`src/hw/rtl/mbrsp_pkg.sv`:
```
// Package for the Modbus function-03 response frame parser.
// Frame constants, status codes, the controller state type and register map.
// No dependencies.
`timescale 1ns / 1ps

package mbrsp_pkg;

   // Default number of channel readings kept per frame
   localparam int MAX_CHANNELS_DEF = 7;

   // CRC-16 (Modbus): reflected polynomial, all-ones start
   localparam logic [15:0] CRC_INIT = 16'hFFFF;
   localparam logic [15:0] CRC_POLY = 16'hA001;

   // Frame layout
   localparam logic [7:0] FUNC_READ_HOLDING = 8'h03;
   localparam logic [8:0] POS_MAX           = 9'd511;
   localparam logic [8:0] MIN_FRAME_LEN     = 9'd5;
   localparam logic [8:0] FRAME_OVERHEAD    = 9'd5;

   // Reading classification
   localparam logic [15:0] DIST_LIMIT    = 16'hFFF0;
   localparam logic [15:0] DIST_OVERLOAD = 16'h0000;

   // Register map
   localparam int          CSR_ADDR_W        = 3;
   localparam logic [2:0]  CSR_EXPECTED_ADDR = 3'h0;
   localparam logic [7:0]  EXPECTED_ADDR_RST = 8'h01;

   typedef enum logic [2:0] {
      STATUS_OK    = 3'd0,
      STATUS_SHORT = 3'd1,
      STATUS_ADDR  = 3'd2,
      STATUS_FUNC  = 3'd3,
      STATUS_LEN   = 3'd4,
      STATUS_CRC   = 3'd5
   } status_type;

   typedef enum logic [1:0] {
      S_IDLE,
      S_FIN,
      S_LOAD
   } state_type;

endpackage

```
`src/hw/rtl/mbrsp_if.sv`:
```
// Request and response channel interfaces of the frame parser.
// Depends on mbrsp_pkg for the status type.
`timescale 1ns / 1ps

// One received byte per request
interface mbrsp_req_if;
   logic       valid;
   logic       ready;
   logic [7:0] rx_byte;
   logic       end_of_frame;

   modport source (output valid, output rx_byte, output end_of_frame, input ready);
   modport sink   (input valid, input rx_byte, input end_of_frame, output ready);
endinterface

// One frame result or channel reading per request
interface mbrsp_rsp_if;
   logic                 valid;
   logic                 ready;
   mbrsp_pkg::status_type frame_status;
   logic                 has_channel;
   logic [2:0]           channel_index;
   logic [15:0]          reading_mm;
   logic                 reading_valid;
   logic                 overload;
   logic                 reading_invalid;
   logic                 last_result;

   modport source (output valid, output frame_status, output has_channel,
                   output channel_index, output reading_mm, output reading_valid,
                   output overload, output reading_invalid, output last_result,
                   input ready);
   modport sink   (input valid, input frame_status, input has_channel,
                   input channel_index, input reading_mm, input reading_valid,
                   input overload, input reading_invalid, input last_result,
                   output ready);
endinterface

```
`src/hw/rtl/modbus_response_frame_parser_top.sv`:
```
// Modbus RTU function-03 response frame parser, top level.
// Depends on mbrsp_pkg, mbrsp_if (channel interfaces) and mbrsp_ram.
//
//   port      dir   handshake             carries
//   req_bus   in    valid/ready           rx_byte, end_of_frame
//   rsp_bus   out   valid/ready           frame status and one channel reading
//   APB       in    psel/penable/pready   expected_address at byte address 0
//
// A byte is taken while the controller is idle and no frame result is being read
// out; reading bytes go straight into the channel RAM. On the end-of-frame byte
// the checks run in that cycle and the verdict is latched; S_FIN then decides,
// and S_LOAD reads one result per cycle out of the channel RAM while the output
// register is free. The output register lets a new byte come in while the last
// result still waits. Synchronous reset clears frame state and sets
// expected_address to 1; the RAM needs no clearing.
`timescale 1ns / 1ps

module modbus_response_frame_parser_top #(
   parameter int MAX_CHANNELS = mbrsp_pkg::MAX_CHANNELS_DEF
) (
   input  logic                            clock,
   input  logic                            reset,
   mbrsp_req_if.sink                       req_bus,
   mbrsp_rsp_if.source                     rsp_bus,
   input  logic                            psel,
   input  logic                            penable,
   input  logic                            pwrite,
   input  logic [mbrsp_pkg::CSR_ADDR_W-1:0] paddr,
   input  logic [31:0]                     pwdata,
   output logic [31:0]                     prdata,
   output logic                            pready
);

   localparam int ChIdxW = (MAX_CHANNELS > 1) ? $clog2(MAX_CHANNELS) : 1;
   localparam int CntW   = $clog2(MAX_CHANNELS + 1);
   localparam logic [7:0]      MaxCh8   = 8'(MAX_CHANNELS);
   localparam logic [CntW-1:0] MaxChCnt = CntW'(MAX_CHANNELS);

   // Byte-wise CRC-16 update, eight shift steps
   function automatic logic [15:0] crc_update(input logic [15:0] crc, input logic [7:0] b);
      logic [15:0] c;
      c = crc ^ {8'h00, b};
      for (int k = 0; k < 8; k++) begin
         if (c[0]) begin
            c = (c >> 1) ^ mbrsp_pkg::CRC_POLY;
         end else begin
            c = c >> 1;
         end
      end
      return c;
   endfunction

   // ---------------- configuration port ----------------
   logic [7:0] exp_addr_ff;
   logic       csr_wr;

   assign pready = 1'b1;
   assign csr_wr = psel && penable && pwrite;
   assign prdata = (paddr == mbrsp_pkg::CSR_EXPECTED_ADDR) ? {24'h0, exp_addr_ff} : 32'h0;

   always_ff @(posedge clock) begin
      if (reset) begin
         exp_addr_ff <= mbrsp_pkg::EXPECTED_ADDR_RST;
      end else if (csr_wr && paddr == mbrsp_pkg::CSR_EXPECTED_ADDR) begin
         exp_addr_ff <= pwdata[7:0];
      end
   end

   // ---------------- state ----------------
   mbrsp_pkg::state_type  state_ff, state_in;
   logic [8:0]            pos_ff, pos_in;
   logic [15:0]           crc_ff, crc_in;
   logic [7:0]            cnt_ff, cnt_in;
   mbrsp_pkg::status_type herr_ff, herr_in;
   logic [7:0]            hold_ff, hold_in;
   mbrsp_pkg::status_type fin_status_ff, fin_status_in;
   logic [CntW-1:0]       fin_count_ff, fin_count_in;
   logic [CntW-1:0]       rd_idx_ff, rd_idx_in;

   // output register
   logic                  rsp_valid_ff, rsp_valid_in;
   mbrsp_pkg::status_type rsp_status_ff, rsp_status_in;
   logic                  rsp_has_ff, rsp_has_in;
   logic [2:0]            rsp_idx_ff, rsp_idx_in;
   logic [15:0]           rsp_dist_ff, rsp_dist_in;
   logic                  rsp_rv_ff, rsp_rv_in;
   logic                  rsp_ovl_ff, rsp_ovl_in;
   logic                  rsp_inv_ff, rsp_inv_in;
   logic                  rsp_last_ff, rsp_last_in;

   // RAM ports
   logic              ram_wr_en;
   logic [ChIdxW-1:0] ram_wr_addr;
   logic [15:0]       ram_wr_data;
   logic              ram_rd_en;
   logic [ChIdxW-1:0] ram_rd_addr;
   logic [15:0]       ram_rd_data;

   logic req_fire;
   logic slot_free;
   logic load_err;
   logic load_ch;

   // per-byte next values before the end-of-frame clear
   logic [8:0]            pos_step;
   logic [15:0]           crc_step;
   logic [7:0]            cnt_step;
   mbrsp_pkg::status_type herr_step;
   logic [8:0]            rel;
   logic [7:0]            ch;
   logic [6:0]            half_cnt;
   mbrsp_pkg::status_type status_calc;

   assign req_fire  = req_bus.valid && req_bus.ready;
   assign slot_free = !rsp_valid_ff || rsp_bus.ready;
   assign rel       = pos_ff - 9'd3;
   assign ch        = rel[8:1];
   assign crc_step  = crc_update(crc_ff, req_bus.rx_byte);
   assign pos_step  = (pos_ff < mbrsp_pkg::POS_MAX) ? pos_ff + 9'd1 : pos_ff;
   assign half_cnt  = cnt_step[7:1];

   // Header capture and reading assembly for the byte at hand
   always_comb begin
      herr_step   = herr_ff;
      cnt_step    = cnt_ff;
      hold_in     = hold_ff;
      ram_wr_en   = 1'b0;
      ram_wr_addr = ch[ChIdxW-1:0];
      ram_wr_data = {hold_ff, req_bus.rx_byte};
      if (req_fire) begin
         if (pos_ff == 9'd0) begin
            if (req_bus.rx_byte != exp_addr_ff) begin
               herr_step = mbrsp_pkg::STATUS_ADDR;
            end
         end else if (pos_ff == 9'd1) begin
            if (req_bus.rx_byte != mbrsp_pkg::FUNC_READ_HOLDING &&
                herr_ff == mbrsp_pkg::STATUS_OK) begin
               herr_step = mbrsp_pkg::STATUS_FUNC;
            end
         end else if (pos_ff == 9'd2) begin
            cnt_step = req_bus.rx_byte;
         end else if (pos_ff < mbrsp_pkg::POS_MAX) begin
            if (!rel[0]) begin
               hold_in = req_bus.rx_byte;
            end else if (ch < MaxCh8) begin
               ram_wr_en = 1'b1;
            end
         end
      end
   end

   // Frame checks, in priority order
   always_comb begin
      if (pos_step < mbrsp_pkg::MIN_FRAME_LEN) begin
         status_calc = mbrsp_pkg::STATUS_SHORT;
      end else if (herr_step != mbrsp_pkg::STATUS_OK) begin
         status_calc = herr_step;
      end else if (pos_step != {1'b0, cnt_step} + mbrsp_pkg::FRAME_OVERHEAD) begin
         status_calc = mbrsp_pkg::STATUS_LEN;
      end else if (crc_step != 16'h0000) begin
         status_calc = mbrsp_pkg::STATUS_CRC;
      end else begin
         status_calc = mbrsp_pkg::STATUS_OK;
      end
   end

   // Frame state update; the end-of-frame byte latches the verdict and clears
   always_comb begin
      pos_in        = pos_ff;
      crc_in        = crc_ff;
      cnt_in        = cnt_ff;
      herr_in       = herr_ff;
      fin_status_in = fin_status_ff;
      fin_count_in  = fin_count_ff;
      if (req_fire) begin
         pos_in  = pos_step;
         crc_in  = crc_step;
         cnt_in  = cnt_step;
         herr_in = herr_step;
         if (req_bus.end_of_frame) begin
            fin_status_in = status_calc;
            fin_count_in  = ({1'b0, half_cnt} > MaxCh8) ? MaxChCnt : CntW'(half_cnt);
            pos_in        = 9'd0;
            crc_in        = mbrsp_pkg::CRC_INIT;
            cnt_in        = 8'h00;
            herr_in       = mbrsp_pkg::STATUS_OK;
         end
      end
   end

   // hold byte also clears at frame end
   logic [7:0] hold_next;
   assign hold_next = (req_fire && req_bus.end_of_frame) ? 8'h00 : hold_in;

   // Controller: next state, RAM reads and output loads
   always_comb begin
      state_in    = state_ff;
      rd_idx_in   = rd_idx_ff;
      ram_rd_en   = 1'b0;
      ram_rd_addr = rd_idx_ff[ChIdxW-1:0];
      load_err    = 1'b0;
      load_ch     = 1'b0;
      req_bus.ready = 1'b0;
      unique case (state_ff)
         mbrsp_pkg::S_IDLE: begin
            req_bus.ready = 1'b1;
            if (req_fire && req_bus.end_of_frame) begin
               state_in = mbrsp_pkg::S_FIN;
            end
         end
         mbrsp_pkg::S_FIN: begin
            if (fin_status_ff != mbrsp_pkg::STATUS_OK || fin_count_ff == '0) begin
               if (slot_free) begin
                  load_err = 1'b1;
                  state_in = mbrsp_pkg::S_IDLE;
               end
            end else begin
               ram_rd_en   = 1'b1;
               ram_rd_addr = '0;
               rd_idx_in   = '0;
               state_in    = mbrsp_pkg::S_LOAD;
            end
         end
         mbrsp_pkg::S_LOAD: begin
            if (slot_free) begin
               load_ch = 1'b1;
               if (rd_idx_ff + CntW'(1) == fin_count_ff) begin
                  state_in = mbrsp_pkg::S_IDLE;
               end else begin
                  rd_idx_in   = rd_idx_ff + CntW'(1);
                  ram_rd_en   = 1'b1;
                  ram_rd_addr = rd_idx_in[ChIdxW-1:0];
               end
            end
         end
         default: begin
            state_in = mbrsp_pkg::S_IDLE;
         end
      endcase
   end

   // Output register payload
   always_comb begin
      rsp_valid_in  = rsp_valid_ff && !rsp_bus.ready;
      rsp_status_in = rsp_status_ff;
      rsp_has_in    = rsp_has_ff;
      rsp_idx_in    = rsp_idx_ff;
      rsp_dist_in   = rsp_dist_ff;
      rsp_rv_in     = rsp_rv_ff;
      rsp_ovl_in    = rsp_ovl_ff;
      rsp_inv_in    = rsp_inv_ff;
      rsp_last_in   = rsp_last_ff;
      if (load_err) begin
         rsp_valid_in  = 1'b1;
         rsp_status_in = fin_status_ff;
         rsp_has_in    = 1'b0;
         rsp_idx_in    = 3'd0;
         rsp_dist_in   = 16'h0000;
         rsp_rv_in     = 1'b0;
         rsp_ovl_in    = 1'b0;
         rsp_inv_in    = 1'b0;
         rsp_last_in   = 1'b1;
      end else if (load_ch) begin
         rsp_valid_in  = 1'b1;
         rsp_status_in = mbrsp_pkg::STATUS_OK;
         rsp_has_in    = 1'b1;
         rsp_idx_in    = 3'(rd_idx_ff);
         rsp_dist_in   = ram_rd_data;
         rsp_rv_in     = ram_rd_data < mbrsp_pkg::DIST_LIMIT;
         rsp_ovl_in    = ram_rd_data == mbrsp_pkg::DIST_OVERLOAD;
         rsp_inv_in    = ram_rd_data > mbrsp_pkg::DIST_LIMIT;
         rsp_last_in   = (rd_idx_ff + CntW'(1) == fin_count_ff);
      end
   end

   // Registers
   always_ff @(posedge clock) begin
      if (reset) begin
         state_ff     <= mbrsp_pkg::S_IDLE;
         pos_ff       <= 9'd0;
         crc_ff       <= mbrsp_pkg::CRC_INIT;
         cnt_ff       <= 8'h00;
         herr_ff      <= mbrsp_pkg::STATUS_OK;
         hold_ff      <= 8'h00;
         rsp_valid_ff <= 1'b0;
      end else begin
         state_ff     <= state_in;
         pos_ff       <= pos_in;
         crc_ff       <= crc_in;
         cnt_ff       <= cnt_in;
         herr_ff      <= herr_in;
         hold_ff      <= hold_next;
         rsp_valid_ff <= rsp_valid_in;
      end
   end

   always_ff @(posedge clock) begin
      fin_status_ff <= fin_status_in;
      fin_count_ff  <= fin_count_in;
      rd_idx_ff     <= rd_idx_in;
      rsp_status_ff <= rsp_status_in;
      rsp_has_ff    <= rsp_has_in;
      rsp_idx_ff    <= rsp_idx_in;
      rsp_dist_ff   <= rsp_dist_in;
      rsp_rv_ff     <= rsp_rv_in;
      rsp_ovl_ff    <= rsp_ovl_in;
      rsp_inv_ff    <= rsp_inv_in;
      rsp_last_ff   <= rsp_last_in;
   end

   assign rsp_bus.valid           = rsp_valid_ff;
   assign rsp_bus.frame_status    = rsp_status_ff;
   assign rsp_bus.has_channel     = rsp_has_ff;
   assign rsp_bus.channel_index   = rsp_idx_ff;
   assign rsp_bus.reading_mm      = rsp_dist_ff;
   assign rsp_bus.reading_valid   = rsp_rv_ff;
   assign rsp_bus.overload        = rsp_ovl_ff;
   assign rsp_bus.reading_invalid = rsp_inv_ff;
   assign rsp_bus.last_result     = rsp_last_ff;

   // Channel reading store
   mbrsp_ram #(
      .WIDTH (16),
      .DEPTH (MAX_CHANNELS)
   ) u_chan_ram (
      .clock   (clock),
      .wr_en   (ram_wr_en),
      .wr_addr (ram_wr_addr),
      .wr_data (ram_wr_data),
      .rd_en   (ram_rd_en),
      .rd_addr (ram_rd_addr),
      .rd_data (ram_rd_data)
   );

`ifndef SYNTH
   // frame state is back at its start after an end-of-frame byte
   a_frame_clear: assert property (@(posedge clock) disable iff (reset)
      (req_fire && req_bus.end_of_frame) |=>
         (pos_ff == 9'd0 && crc_ff == mbrsp_pkg::CRC_INIT && herr_ff == mbrsp_pkg::STATUS_OK))
      else $error("frame state not cleared after end of frame");

   // readout never runs past the reported count
   a_idx_range: assert property (@(posedge clock) disable iff (reset)
      (state_ff == mbrsp_pkg::S_LOAD) |-> (rd_idx_ff < fin_count_ff))
      else $error("channel readout index beyond count");

   // a reading only comes with an ok frame status
   a_chan_ok: assert property (@(posedge clock) disable iff (reset)
      (rsp_valid_ff && rsp_has_ff) |-> (rsp_status_ff == mbrsp_pkg::STATUS_OK))
      else $error("channel reading with error status");

   // a result without a reading closes its frame
   a_err_last: assert property (@(posedge clock) disable iff (reset)
      (rsp_valid_ff && !rsp_has_ff) |-> rsp_last_ff)
      else $error("status-only result not marked last");
`endif

endmodule

```
`src/hw/rtl/mbrsp_ram.sv`:
```
// Generic single-write, single-read RAM with registered read data.
// No dependencies.
`timescale 1ns / 1ps

module mbrsp_ram #(
   parameter int WIDTH = 16,
   parameter int DEPTH = 7,
   localparam int AddrW = (DEPTH > 1) ? $clog2(DEPTH) : 1
) (
   input  logic             clock,
   input  logic             wr_en,
   input  logic [AddrW-1:0] wr_addr,
   input  logic [WIDTH-1:0] wr_data,
   input  logic             rd_en,
   input  logic [AddrW-1:0] rd_addr,
   output logic [WIDTH-1:0] rd_data
);

   logic [WIDTH-1:0] mem_ff [DEPTH];
   logic [WIDTH-1:0] rd_data_ff;

   always_ff @(posedge clock) begin
      if (wr_en) begin
         mem_ff[wr_addr] <= wr_data;
      end
      if (rd_en) begin
         rd_data_ff <= mem_ff[rd_addr];
      end
   end

   assign rd_data = rd_data_ff;

endmodule
```
`src/flat_wrapper.sv`:
```
// flat-port wrapper written by rule: the top's interface ports become plain ports
module modbus_response_frame_parser_top_flat 
#(
   parameter int MAX_CHANNELS = mbrsp_pkg::MAX_CHANNELS_DEF
)
  (clock, reset, psel, penable, pwrite, paddr, pwdata, prdata, pready, req_bus_valid, req_bus_rx_byte, req_bus_end_of_frame, req_bus_ready, rsp_bus_valid, rsp_bus_frame_status, rsp_bus_has_channel, rsp_bus_channel_index, rsp_bus_reading_mm, rsp_bus_reading_valid, rsp_bus_overload, rsp_bus_reading_invalid, rsp_bus_last_result, rsp_bus_ready);
  mbrsp_req_if req_bus_i ();
  mbrsp_rsp_if rsp_bus_i ();
  input  logic clock;
  input  logic reset;
  input  logic psel;
  input  logic penable;
  input  logic pwrite;
  input  logic [mbrsp_pkg::CSR_ADDR_W-1:0] paddr;
  input  logic [31:0] pwdata;
  output logic [31:0] prdata;
  output logic pready;
  input wire logic [$bits(req_bus_i.valid)-1:0] req_bus_valid;
  input wire logic [$bits(req_bus_i.rx_byte)-1:0] req_bus_rx_byte;
  input wire logic [$bits(req_bus_i.end_of_frame)-1:0] req_bus_end_of_frame;
  output wire logic [$bits(req_bus_i.ready)-1:0] req_bus_ready;
  output wire logic [$bits(rsp_bus_i.valid)-1:0] rsp_bus_valid;
  output wire logic [$bits(rsp_bus_i.frame_status)-1:0] rsp_bus_frame_status;
  output wire logic [$bits(rsp_bus_i.has_channel)-1:0] rsp_bus_has_channel;
  output wire logic [$bits(rsp_bus_i.channel_index)-1:0] rsp_bus_channel_index;
  output wire logic [$bits(rsp_bus_i.reading_mm)-1:0] rsp_bus_reading_mm;
  output wire logic [$bits(rsp_bus_i.reading_valid)-1:0] rsp_bus_reading_valid;
  output wire logic [$bits(rsp_bus_i.overload)-1:0] rsp_bus_overload;
  output wire logic [$bits(rsp_bus_i.reading_invalid)-1:0] rsp_bus_reading_invalid;
  output wire logic [$bits(rsp_bus_i.last_result)-1:0] rsp_bus_last_result;
  input wire logic [$bits(rsp_bus_i.ready)-1:0] rsp_bus_ready;
  assign req_bus_i.valid = req_bus_valid;
  assign req_bus_i.rx_byte = req_bus_rx_byte;
  assign req_bus_i.end_of_frame = req_bus_end_of_frame;
  assign req_bus_ready = req_bus_i.ready;
  assign rsp_bus_valid = rsp_bus_i.valid;
  assign rsp_bus_frame_status = rsp_bus_i.frame_status;
  assign rsp_bus_has_channel = rsp_bus_i.has_channel;
  assign rsp_bus_channel_index = rsp_bus_i.channel_index;
  assign rsp_bus_reading_mm = rsp_bus_i.reading_mm;
  assign rsp_bus_reading_valid = rsp_bus_i.reading_valid;
  assign rsp_bus_overload = rsp_bus_i.overload;
  assign rsp_bus_reading_invalid = rsp_bus_i.reading_invalid;
  assign rsp_bus_last_result = rsp_bus_i.last_result;
  assign rsp_bus_i.ready = rsp_bus_ready;
  modbus_response_frame_parser_top #(.MAX_CHANNELS(MAX_CHANNELS)) u_core (.clock(clock), .reset(reset), .req_bus(req_bus_i), .rsp_bus(rsp_bus_i), .psel(psel), .penable(penable), .pwrite(pwrite), .paddr(paddr), .pwdata(pwdata), .prdata(prdata), .pready(pready));
endmodule
```
`config.mk`:
```
export PLATFORM = sky130hd
export DESIGN_NAME = modbus_response_frame_parser_top_flat
export DESIGN_NICKNAME = d
export VERILOG_FILES = /design/src/hw/rtl/mbrsp_pkg.sv /design/src/hw/rtl/mbrsp_if.sv /design/src/hw/rtl/modbus_response_frame_parser_top.sv /design/src/hw/rtl/mbrsp_ram.sv /design/src/flat_wrapper.sv
export SDC_FILE = /design/constraint.sdc
export NUM_CORES = 1
export LEC_CHECK = 0
export BUFFER_PORTS_ARGS = -buffer_cell sky130_fd_sc_hd__buf_2
export CAP_MARGIN = 20
export CORE_AREA = 2 2 123 155
export DETAILED_ROUTE_END_ITERATION = 6
export DIE_AREA = 0 0 125 157
export PLACE_DENSITY = 0.75
export SYNTH_ARGS = -nofsm -noshare
export SYNTH_HDL_FRONTEND = slang
export SYNTH_SLANG_ARGS = --single-unit
export TNS_END_PERCENT = 20
```
`constraint.sdc`:
```
create_clock -name clock -period 5.1 [get_ports clock]
set_input_delay 1.02 -clock clock [delete_from_list [all_inputs] [get_ports clock]]
set_output_delay 1.02 -clock clock [all_outputs]
set_load 0.01 [all_outputs]
```
==> impl_metrics.env <==
export IMPL_outcome="finished, final reports clean"
export IMPL_cp_data_arrival_time_ns=4.19
export IMPL_r2r_start="u_core.rd_idx_ff[0]"
export IMPL_hold_viol_final=0
export IMPL_cts_hold_buffers=0
export IMPL_max_slew_margin_rel_pct=33.7
export IMPL_port_buffers=63
export IMPL_vias=6714
export IMPL_grt_pass1_wl_microns=33600
export IMPL_avgRoutedWirePerCell_microns=18.8
export IMPL_fin_crit_sh_pct=76.7
export IMPL_path_cells="ha_1 > xnor3_1 > and3_1 > nor3b_1 > a21oi_1 > mux2_2 > inv_1 > nand2_1 > o221ai_1"
export IMPL_max_stage_delay_ns=0.61
export IMPL_endpoint_kind="register"
export IMPL_startpoint="u_core.rd_idx_ff[0]"
export IMPL_worstMarginPinSlew_ns=0.991
export IMPL_synth_cell_types=58
export IMPL_ys_flop_type="edfxtp_1"
export IMPL_combPwrFrac_pct=6.8
export IMPL_dr_pass1_iters=5
export IMPL_fill_cells=1447
export IMPL_via_per_inst=5.82
export IMPL_p_sw_share_pct=21.9
export IMPL_finalCriticalPeriod_ns=3.91
export IMPL_hold_class="register to register"
export IMPL_cp_num_buf_inv=1
export IMPL_ys_warn_count=0
export IMPL_cts_resized=0
export IMPL_numCtsBuffers=22
export IMPL_drive_gt1_share_pct=14.2
export IMPL_initial_utilization_pct=54.3
export IMPL_async_flop_share_pct=0
export IMPL_drtIter0Drc=488
export IMPL_start_kind="register"
export IMPL_grt_pass1_vias=6489
export IMPL_pwr_share_clk_pct=43.3
export IMPL_netlist_instances=852
export IMPL_wl_microns=21700
export IMPL_htree_levels=1
export IMPL_antenna_found_initial=0
export IMPL_utilization_pct=61.0
export IMPL_grt_overflow=0
export IMPL_rsz0062_at_grt="false"
export IMPL_ir_worst_vdd_mv=0.246
export IMPL_place_congestion=0.887
export IMPL_slowest_stage="nor3b_1"
export IMPL_coreArea_sq_mm=0.0180
export IMPL_antenna_cells=0
export IMPL_dp_final_hpwl_microns=13700
export IMPL_tns_ns=0
export IMPL_synth_edf_count=137
export IMPL_crit_family="simple AND/OR/NAND/NOR gates"
export IMPL_cts_setup_buffers=0
export IMPL_nNetsFinal=970
export IMPL_path_class="register to register"
export IMPL_cp_required_ns=5.37
export IMPL_synth_seq_area_share_pct=58.7
export IMPL_p_int_w=0.00299
export IMPL_worstHoldStart="u_core.rsp_bus.reading_mm[2]"
export IMPL_synth_seq_cells=219
export IMPL_multiInputGateArea_sq_mm=0.00371
export IMPL_postRouteAntennaNets=0
export IMPL_ios=113
export IMPL_area_growth_syn_to_layout_pct=12.3
export IMPL_clkLatencyLatePin_ns=0.50
export IMPL_fmax_ghz=0.256
export IMPL_p_leak_nw=4.11
export IMPL_seqPwrFrac_pct=49.9
export IMPL_syn_area_per_cell_sq_um=11.5
export IMPL_grt_max_degree=50
export IMPL_maxCapViolCount=0
export IMPL_p_sw_w=0.000837
export IMPL_regArea_sq_mm=0.00576
export IMPL_clock_skew_ns=0.0172
export IMPL_powerDensity_mw_per_mm2=347
export IMPL_cts_sinks=219
export IMPL_synth_area_sq_mm=0.00980
export IMPL_path_max_fanout=34
export IMPL_cts_tree="yes"
export IMPL_grt_use_total_pct=21.7
export IMPL_die_w_microns=125
export IMPL_drv_slew=0
export IMPL_die_h_microns=157
export IMPL_fp_dieArea_sq_mm=0.0196
export IMPL_clk_path_buf_depth=3
export IMPL_remaining_drc_errors=0
export IMPL_p_total_w=0.00382
export IMPL_final_setup_viol_count=0
export IMPL_rows=55
export IMPL_root_buffer="clkbuf_16"
export IMPL_cts_clk_slew_worst_paths_ns=0.06
synth_stat cells, types with 4 or more instances:
master	number	share of area [%]
nand2_1	101	3.9
xnor2_1	36	3.2
nor4_1	11	0.70
mux2_2	7	0.80
buf_4	25	1.9
and3_1	8	0.51
ha_1	10	1.3
inv_1	12	0.46
nand2b_1	4	0.26
a211oi_1	5	0.38
xor2_1	10	0.89
o211ai_1	27	2.1
mux2i_1	77	7.9
o31ai_1	5	0.38
nand4_1	11	0.70
clkbuf_1	33	1.3
nor3_1	17	0.87
a21oi_1	44	2.2
o21ai_0	10	0.51
buf_1	4	0.15
nor2_1	73	2.8
edfxtp_1	137	42
dfxtp_1	82	17
and2_1	12	0.77
nand3_1	13	0.66
buf_2	6	0.31
a22oi_1	12	0.92
a31oi_1	5	0.32
o221ai_1	16	1.4
kinds of logic (layout without fill, tap and decap cells):
family	after synthesis	count (layout)	synth area share [%]
AO/OA/AOI/OAI	139	139	9.80
XOR/XNOR	47	47	4.34
adder cells (fa/ha/maj)	10	10	1.28
buffers and inverters	83	133	4.37
flip-flops	219	219	58.7
multiplexers	86	86	8.94
other	2	25	0.0767
AND/OR/NAND/NOR	266	266	12.5
placed cells by master, fill, tap and decap left out, types with 7 or more instances in the layout:
master,Yosys,routed
nand3_1,13,13
a21oi_1,44,44
xor2_1,10,10
mux2_2,7,7
nor3_1,17,17
mux2i_1,77,76
o21ai_0,10,10
dfxtp_1,82,82
and3_1,8,8
conb_1,2,25
clkbuf_16,0,23
a22oi_1,12,12
edfxtp_1,137,137
buf_2,6,63
xnor2_1,36,36
ha_1,10,10
nand2_1,101,101
nor2_1,73,73
o211ai_1,27,27
inv_1,12,12
and2_1,12,12
nand4_1,11,11
buf_4,25,16
nor4_1,11,11
o221ai_1,16,16
worst paths after layout:
| path | depth (start not counted) | slack [ns] | endpoint |
|---|---|---|---|
| max | 9 | 1.19 | u_core.u_chan_ram.rd_data[8] |
| min | 2 | 0.45 | u_core.rsp_bus.reading_mm[2] |
| max reg2reg | 9 | 1.19 | u_core.u_chan_ram.rd_data[8] |
| min reg2reg | 2 | 0.45 | u_core.rsp_bus.reading_mm[2] |
stage by stage:
stage / setup WS (ns) / instances / hold slack, ns / cell area (sq um)
6_report: 1.19 / 1153 / 0.450 / 11000
5_1_grt: 0.893 / 1153 / 0.474 / 11000
4_1_cts: 1.19 / 1152 / 0.452 / 11000
3_5_place_dp: 1.02 / 1112 / 0.444 / 10200
3_3_place_gp: 1.07 / 1112 / 0.439 / 10200
2_1_floorplan: 1.40 / 875 / 0.448 / 9880
state kept, by name, summed over array words and instances, names as in the netlist, 8 cells and up:
signal / flops
u_core.u_chan_ram.mem_ff: 112
u_core.crc_ff: 16
u_core.rsp_bus.reading_mm: 16
u_core.u_chan_ram.rd_data: 16
u_core.pos_ff: 9
u_core.cnt_ff: 8
u_core.exp_addr_ff: 8
u_core.hold_ff: 8
cell type report:
| class | count | area share [%] |
|---|---|---|
| sequential | 219 | 52.3 |
| multi-input combinational | 573 | 33.7 |
| clock buffer | 27 | 5.55 |
| timing repair buffer | 80 | 4.14 |
| tap | 228 | 2.59 |
| clock inverter | 13 | 1.26 |
| inverter | 13 | 0.443 |
routing by layer:
metal	global-route usage, %	vias up	wire, microns
met3	3.06	53	1300
met2	39.9	250	11100
met5	0	-	0
li1	-	3178	-
met4	8.99	0	786
met1	25.5	3233	8520
tightest hold or removal path, cell delays in order, from the launching register on:
cell,delay [ns]
dfxtp_1,0.30
nand2_1,0.05
a21oi_1,0.05
power groups by stage:
stage	Combinational (W)	Sequential, W	Clock (W)
finish	0.000261	0.00191	0.00165
global route	0.000288	0.00191	0.00175
CTS	0.000259	0.00191	0.00168
detailed placement	0.000257	0.00195	0
global placement	0.000252	0.00195	0
floorplan	0.000201	0.00194	0
Note: power is estimated with default switching activity, not from simulation.
